[src/hw/rtl/lge_pkg.sv]
// Shared types and constants for the life generation engine.
package lge_pkg;

    localparam int KIND_W    = 2;
    localparam int ROW_IDX_W = 5;
    localparam int CELLS_W   = 32;

    localparam logic [KIND_W-1:0] KIND_WRITE   = 2'd0;
    localparam logic [KIND_W-1:0] KIND_READ    = 2'd1;
    localparam logic [KIND_W-1:0] KIND_ADVANCE = 2'd2;

    typedef enum logic [1:0] {
        ST_IDLE,
        ST_RDWAIT,
        ST_ADV,
        ST_POST
    } state_t;

endpackage

[src/hw/rtl/lge_req_if.sv]
// Request channel: valid/ready handshake with one request payload.
interface lge_req_if;
    logic                          valid;
    logic                          ready;
    logic [lge_pkg::KIND_W-1:0]    req_type;
    logic [lge_pkg::ROW_IDX_W-1:0] row_index;
    logic [lge_pkg::CELLS_W-1:0]   row_cells;

    modport source (output valid, output req_type, output row_index, output row_cells,
                    input ready);
    modport sink   (input valid, input req_type, input row_index, input row_cells,
                    output ready);
endinterface

[src/hw/rtl/lge_rsp_if.sv]
// Response channel: valid/ready handshake with one response payload.
interface lge_rsp_if;
    logic                        valid;
    logic                        ready;
    logic [lge_pkg::KIND_W-1:0]  done_kind;
    logic [lge_pkg::CELLS_W-1:0] read_cells;

    modport source (output valid, output done_kind, output read_cells, input ready);
    modport sink   (input valid, input done_kind, input read_cells, output ready);
endinterface

[src/hw/rtl/lge_bank_mem.sv]
// Two-bank row store: one write port, one registered read port, per-row valid bits.
module lge_bank_mem #(
    parameter int BOARD_DIM = 32
) (
    input  logic                                clk,
    input  logic                                rst_n,
    input  logic                                wr_en,
    input  logic [$clog2(BOARD_DIM):0]          wr_addr,
    input  logic [BOARD_DIM-1:0]                wr_data,
    input  logic                                rd_en,
    input  logic [$clog2(BOARD_DIM):0]          rd_addr,
    output logic [BOARD_DIM-1:0]                rd_data
);
    localparam int ADDR_W = $clog2(BOARD_DIM) + 1;
    localparam int DEPTH  = 2 ** ADDR_W;

    logic [BOARD_DIM-1:0] mem [DEPTH];
    logic [DEPTH-1:0]     valid_reg;
    logic [BOARD_DIM-1:0] rd_q_reg;
    logic                 rd_vld_reg;

    always_ff @(posedge clk)
    begin
        if (wr_en)
        begin
            mem[wr_addr] <= wr_data;
        end
        if (rd_en)
        begin
            rd_q_reg <= mem[rd_addr];
        end
    end

    // rows never written read back as dead
    always_ff @(posedge clk or negedge rst_n)
    begin
        if (!rst_n)
        begin
            valid_reg  <= '0;
            rd_vld_reg <= 1'b0;
        end
        else
        begin
            if (wr_en)
            begin
                valid_reg[wr_addr] <= 1'b1;
            end
            if (rd_en)
            begin
                rd_vld_reg <= valid_reg[rd_addr];
            end
        end
    end

    assign rd_data = rd_vld_reg ? rd_q_reg : '0;

endmodule

[src/hw/rtl/lge_rule_row.sv]
// B3/S23 next-state of one row from the rows above, itself and below.
module lge_rule_row #(
    parameter int BOARD_DIM = 32
) (
    input  logic [BOARD_DIM-1:0] above,
    input  logic [BOARD_DIM-1:0] mid,
    input  logic [BOARD_DIM-1:0] below,
    output logic [BOARD_DIM-1:0] next_row
);
    logic [BOARD_DIM+1:0] a_pad;
    logic [BOARD_DIM+1:0] m_pad;
    logic [BOARD_DIM+1:0] b_pad;

    // dead border on both sides
    assign a_pad = {1'b0, above, 1'b0};
    assign m_pad = {1'b0, mid, 1'b0};
    assign b_pad = {1'b0, below, 1'b0};

    always_comb
    begin
        logic [3:0] n;
        for (int c = 0; c < BOARD_DIM; c++)
        begin
            n = 4'(a_pad[c]) + 4'(a_pad[c+1]) + 4'(a_pad[c+2])
              + 4'(m_pad[c]) + 4'(m_pad[c+2])
              + 4'(b_pad[c]) + 4'(b_pad[c+1]) + 4'(b_pad[c+2]);
            if (n == 4'd3)
            begin
                next_row[c] = 1'b1;
            end
            else if (n == 4'd2)
            begin
                next_row[c] = mid[c];
            end
            else
            begin
                next_row[c] = 1'b0;
            end
        end
    end

endmodule

[src/hw/rtl/life_generation_engine_core.sv]
// Top level of the life generation engine: control, banks and output register.
//
// Usage:
//   req (sink) carries one request per transfer: req_type 0 writes row_index
//   of the current board with row_cells, 1 reads row_index, 2 advances one
//   generation (B3/S23, dead border). Type 3 changes nothing.
//   rsp (source) returns exactly one transfer per request: done_kind echoes
//   req_type and read_cells holds the row for a read, zero otherwise.
// Timing:
//   Write and unused requests finish in the accept cycle, a read in the cycle
//   after (registered memory port). An advance streams the current bank
//   through a three-row window, one row read per cycle, and writes the other
//   bank. One request is in work at a time.
// Stalls:
//   A finished result sits in the output register until rsp.ready; a new
//   request is taken meanwhile and its result waits in a holding register.
// Reset:
//   Bank a becomes current and every row reads as dead (per-row valid bits
//   cleared at once, no clearing pass). rsp.valid drops.
module life_generation_engine_core #(
    parameter int BOARD_DIM = 32
) (
    input  logic        clk,
    input  logic        rst_n,
    lge_req_if.sink     req,
    lge_rsp_if.source   rsp
);
    localparam int AW = $clog2(BOARD_DIM);
    localparam int CW = $clog2(BOARD_DIM + 2);

    lge_pkg::state_t state_reg, state_next;

    logic                           cur_bank_reg, cur_bank_next;
    logic [CW-1:0]                  k_reg, k_next;
    logic [BOARD_DIM-1:0]           above_reg, above_next;
    logic [BOARD_DIM-1:0]           mid_reg, mid_next;
    logic [lge_pkg::KIND_W-1:0]     kind_reg, kind_next;
    logic [lge_pkg::CELLS_W-1:0]    cells_reg, cells_next;
    logic                           rd_ok_reg, rd_ok_next;

    logic                           out_valid_reg, out_valid_next;
    logic [lge_pkg::KIND_W-1:0]     out_kind_reg, out_kind_next;
    logic [lge_pkg::CELLS_W-1:0]    out_cells_reg, out_cells_next;

    // memory port
    logic                           wr_en;
    logic [AW:0]                    wr_addr;
    logic [BOARD_DIM-1:0]           wr_data;
    logic                           rd_en;
    logic [AW:0]                    rd_addr;
    logic [BOARD_DIM-1:0]           rd_data;

    logic [BOARD_DIM-1:0]           req_row;
    logic [lge_pkg::CELLS_W-1:0]    rd_cells;
    logic [BOARD_DIM-1:0]           below;
    logic [BOARD_DIM-1:0]           gen_row;
    logic [CW-1:0]                  wr_row_idx;
    logic                           idx_ok;
    logic                           req_fire;
    logic                           out_free;
    logic                           fin;
    logic [lge_pkg::KIND_W-1:0]     fin_kind;
    logic [lge_pkg::CELLS_W-1:0]    fin_cells;

    // column width adaptation between the 32-bit fields and the board row
    for (genvar c = 0; c < BOARD_DIM; c++)
    begin : g_req_row
        if (c < lge_pkg::CELLS_W)
        begin : g_in
            assign req_row[c] = req.row_cells[c];
        end
        else
        begin : g_zero
            assign req_row[c] = 1'b0;
        end
    end

    for (genvar c = 0; c < lge_pkg::CELLS_W; c++)
    begin : g_rd_cells
        if (c < BOARD_DIM)
        begin : g_in
            assign rd_cells[c] = rd_data[c];
        end
        else
        begin : g_zero
            assign rd_cells[c] = 1'b0;
        end
    end

    lge_bank_mem #(
        .BOARD_DIM (BOARD_DIM)
    ) u_mem (
        .clk     (clk),
        .rst_n   (rst_n),
        .wr_en   (wr_en),
        .wr_addr (wr_addr),
        .wr_data (wr_data),
        .rd_en   (rd_en),
        .rd_addr (rd_addr),
        .rd_data (rd_data)
    );

    // row below the one being finished; dead past the last row
    assign below = (k_reg <= CW'(BOARD_DIM)) ? rd_data : '0;

    lge_rule_row #(
        .BOARD_DIM (BOARD_DIM)
    ) u_rule (
        .above    (above_reg),
        .mid      (mid_reg),
        .below    (below),
        .next_row (gen_row)
    );

    assign wr_row_idx = k_reg - CW'(2);
    assign idx_ok     = int'(req.row_index) < BOARD_DIM;
    assign req.ready  = (state_reg == lge_pkg::ST_IDLE);
    assign req_fire   = req.valid && req.ready;
    assign out_free   = !out_valid_reg || rsp.ready;

    always_ff @(posedge clk or negedge rst_n)
    begin
        if (!rst_n)
        begin
            state_reg     <= lge_pkg::ST_IDLE;
            cur_bank_reg  <= 1'b0;
            k_reg         <= '0;
            out_valid_reg <= 1'b0;
        end
        else
        begin
            state_reg     <= state_next;
            cur_bank_reg  <= cur_bank_next;
            k_reg         <= k_next;
            out_valid_reg <= out_valid_next;
        end
    end

    always_ff @(posedge clk)
    begin
        above_reg     <= above_next;
        mid_reg       <= mid_next;
        kind_reg      <= kind_next;
        cells_reg     <= cells_next;
        rd_ok_reg     <= rd_ok_next;
        out_kind_reg  <= out_kind_next;
        out_cells_reg <= out_cells_next;
    end

    always_comb
    begin
        state_next    = state_reg;
        cur_bank_next = cur_bank_reg;
        k_next        = k_reg;
        above_next    = above_reg;
        mid_next      = mid_reg;
        kind_next     = kind_reg;
        cells_next    = cells_reg;
        rd_ok_next    = rd_ok_reg;
        wr_en         = 1'b0;
        wr_addr       = {cur_bank_reg, AW'(req.row_index)};
        wr_data       = req_row;
        rd_en         = 1'b0;
        rd_addr       = {cur_bank_reg, AW'(req.row_index)};
        fin           = 1'b0;
        fin_kind      = kind_reg;
        fin_cells     = '0;

        unique case (state_reg)
            lge_pkg::ST_IDLE:
            begin
                if (req_fire)
                begin
                    kind_next = req.req_type;
                    fin_kind  = req.req_type;
                    case (req.req_type)
                        lge_pkg::KIND_WRITE:
                        begin
                            wr_en = idx_ok;
                            fin   = 1'b1;
                        end
                        lge_pkg::KIND_READ:
                        begin
                            rd_en      = idx_ok;
                            rd_ok_next = idx_ok;
                            state_next = lge_pkg::ST_RDWAIT;
                        end
                        lge_pkg::KIND_ADVANCE:
                        begin
                            k_next     = '0;
                            above_next = '0;
                            mid_next   = '0;
                            state_next = lge_pkg::ST_ADV;
                        end
                        default:
                        begin
                            fin = 1'b1;
                        end
                    endcase
                end
            end
            lge_pkg::ST_RDWAIT:
            begin
                fin       = 1'b1;
                fin_cells = rd_ok_reg ? rd_cells : '0;
            end
            lge_pkg::ST_ADV:
            begin
                // issue row k, receive row k-1, retire row k-2
                rd_en   = (k_reg < CW'(BOARD_DIM));
                rd_addr = {cur_bank_reg, k_reg[AW-1:0]};
                wr_en   = (k_reg >= CW'(2));
                wr_addr = {~cur_bank_reg, wr_row_idx[AW-1:0]};
                wr_data = gen_row;
                if ((k_reg >= CW'(1)) && (k_reg <= CW'(BOARD_DIM)))
                begin
                    above_next = mid_reg;
                    mid_next   = rd_data;
                end
                if (k_reg == CW'(BOARD_DIM + 1))
                begin
                    cur_bank_next = ~cur_bank_reg;
                    fin           = 1'b1;
                end
                else
                begin
                    k_next = k_reg + CW'(1);
                end
            end
            lge_pkg::ST_POST:
            begin
                fin       = 1'b1;
                fin_cells = cells_reg;
            end
            default:
            begin
                state_next = lge_pkg::ST_IDLE;
            end
        endcase

        // hand the result to the output register, or park it
        if (fin)
        begin
            if (out_free)
            begin
                state_next = lge_pkg::ST_IDLE;
            end
            else
            begin
                cells_next = fin_cells;
                state_next = lge_pkg::ST_POST;
            end
        end
    end

    always_comb
    begin
        out_valid_next = out_valid_reg && !rsp.ready;
        out_kind_next  = out_kind_reg;
        out_cells_next = out_cells_reg;
        if (fin && out_free)
        begin
            out_valid_next = 1'b1;
            out_kind_next  = fin_kind;
            out_cells_next = fin_cells;
        end
    end

    assign rsp.valid      = out_valid_reg;
    assign rsp.done_kind  = out_kind_reg;
    assign rsp.read_cells = out_cells_reg;

    // no request taken while one is in work
    a_one_in_work: assert property (@(posedge clk) disable iff (!rst_n)
        (state_reg != lge_pkg::ST_IDLE) |-> !req.ready)
        else $error("request accepted while busy");

    // an advance never reads and writes the same row entry in one cycle
    a_no_rw_clash: assert property (@(posedge clk) disable iff (!rst_n)
        (wr_en && rd_en) |-> (wr_addr != rd_addr))
        else $error("read and write hit the same entry");

    // the current bank flips exactly when an advance ends
    a_bank_flip: assert property (@(posedge clk) disable iff (!rst_n)
        (cur_bank_reg != $past(cur_bank_reg)) |->
            ($past(state_reg) == lge_pkg::ST_ADV) && (state_reg != lge_pkg::ST_ADV))
        else $error("bank flip outside advance end");

    // a finished result never overwrites one still waiting
    a_no_overwrite: assert property (@(posedge clk) disable iff (!rst_n)
        (out_valid_reg && !rsp.ready) |=> $stable(out_cells_reg) && $stable(out_kind_reg))
        else $error("pending result overwritten");

endmodule

[src/flat_wrapper.sv]
// flat-port wrapper written by rule: the top's interface ports become plain ports
module life_generation_engine_core_flat 
#(
    parameter int BOARD_DIM = 32
)
  (clk, rst_n, req_valid, req_req_type, req_row_index, req_row_cells, req_ready, rsp_valid, rsp_done_kind, rsp_read_cells, rsp_ready);
  lge_req_if req_i ();
  lge_rsp_if rsp_i ();
  input  logic clk;
  input  logic rst_n;
  input wire logic [$bits(req_i.valid)-1:0] req_valid;
  input wire logic [$bits(req_i.req_type)-1:0] req_req_type;
  input wire logic [$bits(req_i.row_index)-1:0] req_row_index;
  input wire logic [$bits(req_i.row_cells)-1:0] req_row_cells;
  output wire logic [$bits(req_i.ready)-1:0] req_ready;
  output wire logic [$bits(rsp_i.valid)-1:0] rsp_valid;
  output wire logic [$bits(rsp_i.done_kind)-1:0] rsp_done_kind;
  output wire logic [$bits(rsp_i.read_cells)-1:0] rsp_read_cells;
  input wire logic [$bits(rsp_i.ready)-1:0] rsp_ready;
  assign req_i.valid = req_valid;
  assign req_i.req_type = req_req_type;
  assign req_i.row_index = req_row_index;
  assign req_i.row_cells = req_row_cells;
  assign req_ready = req_i.ready;
  assign rsp_valid = rsp_i.valid;
  assign rsp_done_kind = rsp_i.done_kind;
  assign rsp_read_cells = rsp_i.read_cells;
  assign rsp_i.ready = rsp_ready;
  life_generation_engine_core #(.BOARD_DIM(BOARD_DIM)) u_core (.clk(clk), .rst_n(rst_n), .req(req_i), .rsp(rsp_i));
endmodule
[config.mk]
export PLATFORM = sky130hd
export DESIGN_NAME = life_generation_engine_core_flat
export DESIGN_NICKNAME = d
export VERILOG_FILES = /design/src/hw/rtl/lge_pkg.sv /design/src/hw/rtl/lge_req_if.sv /design/src/hw/rtl/lge_rsp_if.sv /design/src/hw/rtl/lge_bank_mem.sv /design/src/hw/rtl/lge_rule_row.sv /design/src/hw/rtl/life_generation_engine_core.sv /design/src/flat_wrapper.sv
export SDC_FILE = /design/constraint.sdc
export NUM_CORES = 2
export LEC_CHECK = 0
export BUFFER_PORTS_ARGS = -buffer_cell sky130_fd_sc_hd__buf_2
export CAP_MARGIN = 10
export CORE_AREA = 2 2 425 638
export DETAILED_ROUTE_END_ITERATION = 7
export DIE_AREA = 0 0 427 640
export PLACE_DENSITY = 0.6
export SETUP_SLACK_MARGIN = 0.15
export SYNTH_ARGS = -nofsm -noshare
export SYNTH_HDL_FRONTEND = slang
export SYNTH_SLANG_ARGS = --single-unit
[constraint.sdc]
create_clock -name clk -period 7.95 [get_ports clk]
set_input_delay 1.59 -clock clk [delete_from_list [all_inputs] [get_ports clk]]
set_output_delay 1.59 -clock clk [all_outputs]
set_load 0.1 [all_outputs]
==> summary.md <==
| Metric | Value |
|---|---|
| Status | `finished with violations` |
| Failing checks | `DRC` |
| Die width | `427 µm` |
| Met3 usage | `4.09%` |
| CORE AREA | `0.268 mm²` |
| Io pins | `79` |
| Nets@finish | `5912` |
| Vias | `54100` |
| Cell taking the most area after synthesis | `edfxtp_1` |
| RSZ-0062 raised after global routing | `false` |
| Rel. slew slack | `15.3%` |
| Syn-to-layout area delta | `13.0%` |
| Critical path class | `flip-flop to flip-flop` |
| Leak Pwr | `34.8 nW` |
| Wire per inst | `33.0 µm` |
| Flops & latches, synth | `2287` |
| Share of the synthesized area in the top cell type | `71.1%` |
| Die area | `0.273 mm²` |
| R2R Path Start | `u_core.k_reg[2]$_DFFE_PN0P_` |
| Total wire length | `308000 µm` |
| Largest net degree at the start of global routing | `138` |
| Clk_lat worst skew | `890 ps` |
| Post-synth EDFFs | `2210` |
| Post-synth cell types | `71` |
| DRT iter0 DRCs | `7886` |
| Post-DP HPWL | `166000 µm` |
| P_int | `26.1 mW` |
| Port Buf Inserts | `78` |
| Num CTS Buffers | `201` |
| M2 GR Usage | `36.2%` |
| Multi-input gate area | `0.0236 mm²` |
| Flip-flop count of the largest register after layout | `2048` |
| Cells on worst reg2reg path | `15` |
| Mapped Area | `0.0934 mm²` |
| Final Hold Viols | `0` |
| Clock slew seen by the registers of the worst setup and hold paths | `70 ps` |
| Register area share after synthesis | `73.1%` |
| Power density over the cells | `378 mW/mm²` |
| Logic gate share of total power | `32.3%` |
| Gate Count Post-Synth | `5523` |
| Clock share of power | `24.8%` |
| Switching share of power | `34.6%` |
| CTS tree | `done` |
| Area contributors post-synth | `edfxtp_1 71%, mux4_2 8.7%, nand2_1 3.2%` |
| Worst hold slack | `468 ps` |
| Die height | `640 µm` |
| Syn avg cell area | `16.9 µm²` |
| Worst min path class | `flip-flop to flip-flop` |
| Critical R2R Capture | `u_core.u_mem.mem[36][14]$_DFFE_PP_` |
| Antenna-violating nets left | `0` |
| DRC | `7` |
| Site row count | `233` |
| Total congestion overflow | `0` |
| Highest Clock Rate | `161 MHz` |
| Max-Cap Viols | `0` |
| Register Area | `0.0683 mm²` |
| Post-CTS setup buffer count | `0` |
| Worst Setup EP | `u_core.u_mem.mem[36][14]$_DFFE_PP_` |
| Initial antenna violation count | `8` |
| CP Data Required Time | `8430 ps` |
| Final setup TNS | `0 ps` |
| Fin. max-slew vios | `0` |
| Root buf cell | `clkbuf_16` |
| Gpl congestion | `0.890` |
| Number of global-route vias before repair | `53000` |
| CTS resizes | `0` |
| Layout cells sized above 1 | `18.4%` |
| Worst path arrival time | `6700 ps` |
| Grt peak-use layer | `met2` |
| Critical path origin | `u_core.k_reg[2]$_DFFE_PN0P_` |
| Post-route minimum period | `6220 ps` |
| Critical path capture point type | `flip-flop` |
| First-pass GRT wire length | `423000 µm` |
| Clock Skews | `77.2 ps` |
| Worst-path maximum fanout | `64` |
| Final setup fails | `0` |
| YS warnings | `0` |
| Global-route track usage on met1 | `28.1%` |
| Hold-fix buffer count after cts | `0` |
| Design Area, Final | `0.106 mm²` |
| Asr flop ratio synth | `3.28%` |
| Htree depth | `4` |
| Post-synth top cells | `2210 x edfxtp_1, 806 x nand2_1, 407 x nand3_1, 359 x mux4_2, 226 x inv_1` |
| Clk sinks | `2287` |
| Worst IR Drop VDD | `0.298 mV` |
| Starting Density | `34.9%` |
| Syn nets | `5792` |
| Worst Tran Pin Value | `1270 ps` |
| Sw power | `13.8 mW` |
| Pre-Repair DR Iteration Count | `8` |
| Deepest clock path buffer count | `4` |
| Final period util | `78.3%` |
| Setup slack, reg-to-reg | `1730 ps` |
| Vias/cell | `5.81` |
| Post-DP Area | `0.0991 mm²` |
| Startpoint Class | `flip-flop` |
| Sequential share of power | `42.9%` |
| Tot GR Track Use | `22.2%` |
| Ys flop type | `edfxtp_1` |
| Number of fill cells | `24100` |
| Count leader, synth | `edfxtp_1` |
[power by group through the flow]
stage / combinational, mW / clock [mW] / sequential [mW]
floorplan: 8.18 / 0 / 17.6
global placement: 12.4 / 0 / 17.3
detailed placement: 12.7 / 0 / 17.4
CTS: 12.8 / 9.98 / 17.1
global route: 14.0 / 10.4 / 17.2
finish: 12.9 / 9.89 / 17.1
[worst max-delay path: stages (launching register included)]
cell and delay [ps]:
dfrtp_1 540, inv_2 290, ha_1 200, inv_1 50
o41a_2 750, nor2_1 310, inv_1 140, fa_1 520
fa_1 450, fa_1 500, inv_1 40, ha_1 220
fa_1 450, o21ai_0 200, o2111ai_1 150, nand2_2 900
[routing by layer]
metal	share of wire [%]	vias up	routed length [µm]
met2	48	3402	147000
met5	0	-	0
met1	36	28400	111000
met4	6.3	0	19400
li1	-	21500	-
met3	9.8	775	30200
[cell type report]
cell class                      instances  share of cell area [%]
Antenna cell                            5                  0.0119
Clock buffer                          228                    4.92
Clock inverter                        119                    1.16
Inverter                              227                   0.807
Multi-Input combinational cell       2704                    22.4
Sequential cell                      2287                    64.7
Tap cell                             3525                    4.18
Timing Repair Buffer                  222                    1.84
[stage by stage]
stage	std cells	setup slack [ps]	utilization [%]	power [mW]
detailed placement	8964	1870	37.0	30.1
global placement	8963	1960	37.0	29.7
floorplan	5523	938	-	25.8
finish	9317	1730	39.4	39.9
CTS	9311	1830	39.4	39.8
global route	9314	1500	39.4	41.5
[layout by cell type (no fill, tap or decap), types with 6 or more instances in the layout]
master | netlist | final
edfxtp_1 | 2210 | 2210
buf_12 | 0 | 37
clkbuf_1 | 132 | 24
nor2_4 | 0 | 66
dfrtp_1 | 75 | 73
and4_1 | 27 | 27
buf_4 | 22 | 108
fa_1 | 122 | 122
clkinv_1 | 0 | 32
buf_2 | 114 | 77
o21ai_0 | 103 | 100
mux4_2 | 359 | 359
o31ai_1 | 9 | 9
bufinv_16 | 0 | 23
clkbuf_16 | 0 | 204
nor2_1 | 173 | 105
a22oi_1 | 76 | 76
and3_1 | 14 | 14
nand2_2 | 0 | 30
o22ai_1 | 7 | 7
or2_2 | 66 | 65
mux2i_1 | 37 | 34
inv_1 | 226 | 226
a21oi_1 | 67 | 67
mux2_2 | 7 | 7
nand2_1 | 806 | 776
o2111ai_1 | 113 | 113
nand3_1 | 407 | 407
nor3_1 | 9 | 9
clkinv_2 | 0 | 38
a211oi_1 | 6 | 6
a221oi_1 | 57 | 57
and2_1 | 38 | 38
clkinvlp_4 | 0 | 14
a31oi_1 | 13 | 13
ha_1 | 104 | 104
o21ai_1 | 7 | 6
[worst min-delay path by stage]
stage                                              to  cells past startpoint                                    from
3_5_place_dp    u_core.u_mem.valid_reg[0]$_DFFE_PN0P_                      1   u_core.u_mem.valid_reg[0]$_DFFE_PN0P_
6_report       u_core.u_mem.valid_reg[31]$_DFFE_PN0P_                      1  u_core.u_mem.valid_reg[31]$_DFFE_PN0P_
5_1_grt         u_core.u_mem.valid_reg[0]$_DFFE_PN0P_                      1   u_core.u_mem.valid_reg[0]$_DFFE_PN0P_
4_1_cts                    u_core.rsp.valid$_DFF_PN0_                      1                                   rst_n
2_1_floorplan  u_core.u_mem.valid_reg[19]$_DFFE_PN0P_                      1  u_core.u_mem.valid_reg[19]$_DFFE_PN0P_
3_3_place_gp   u_core.u_mem.valid_reg[18]$_DFFE_PN0P_                      1  u_core.u_mem.valid_reg[18]$_DFFE_PN0P_
[logic make-up (layout without fill, tap and decap cells)]
logic type | after synthesis | in the layout | synth area share, %
mux | 405 | 405 | 9.17
other cells | 0 | 5 | 0
compound gates | 503 | 503 | 3.85
simple gates | 1567 | 1567 | 7.41
buf+inv | 532 | 796 | 2.41
fa+ha+maj | 226 | 226 | 4.01
flops | 2287 | 2287 | 73.1
xor+xnor | 3 | 3 | 0.0281
No activity file was read; power rests on OpenSTA's default activity.
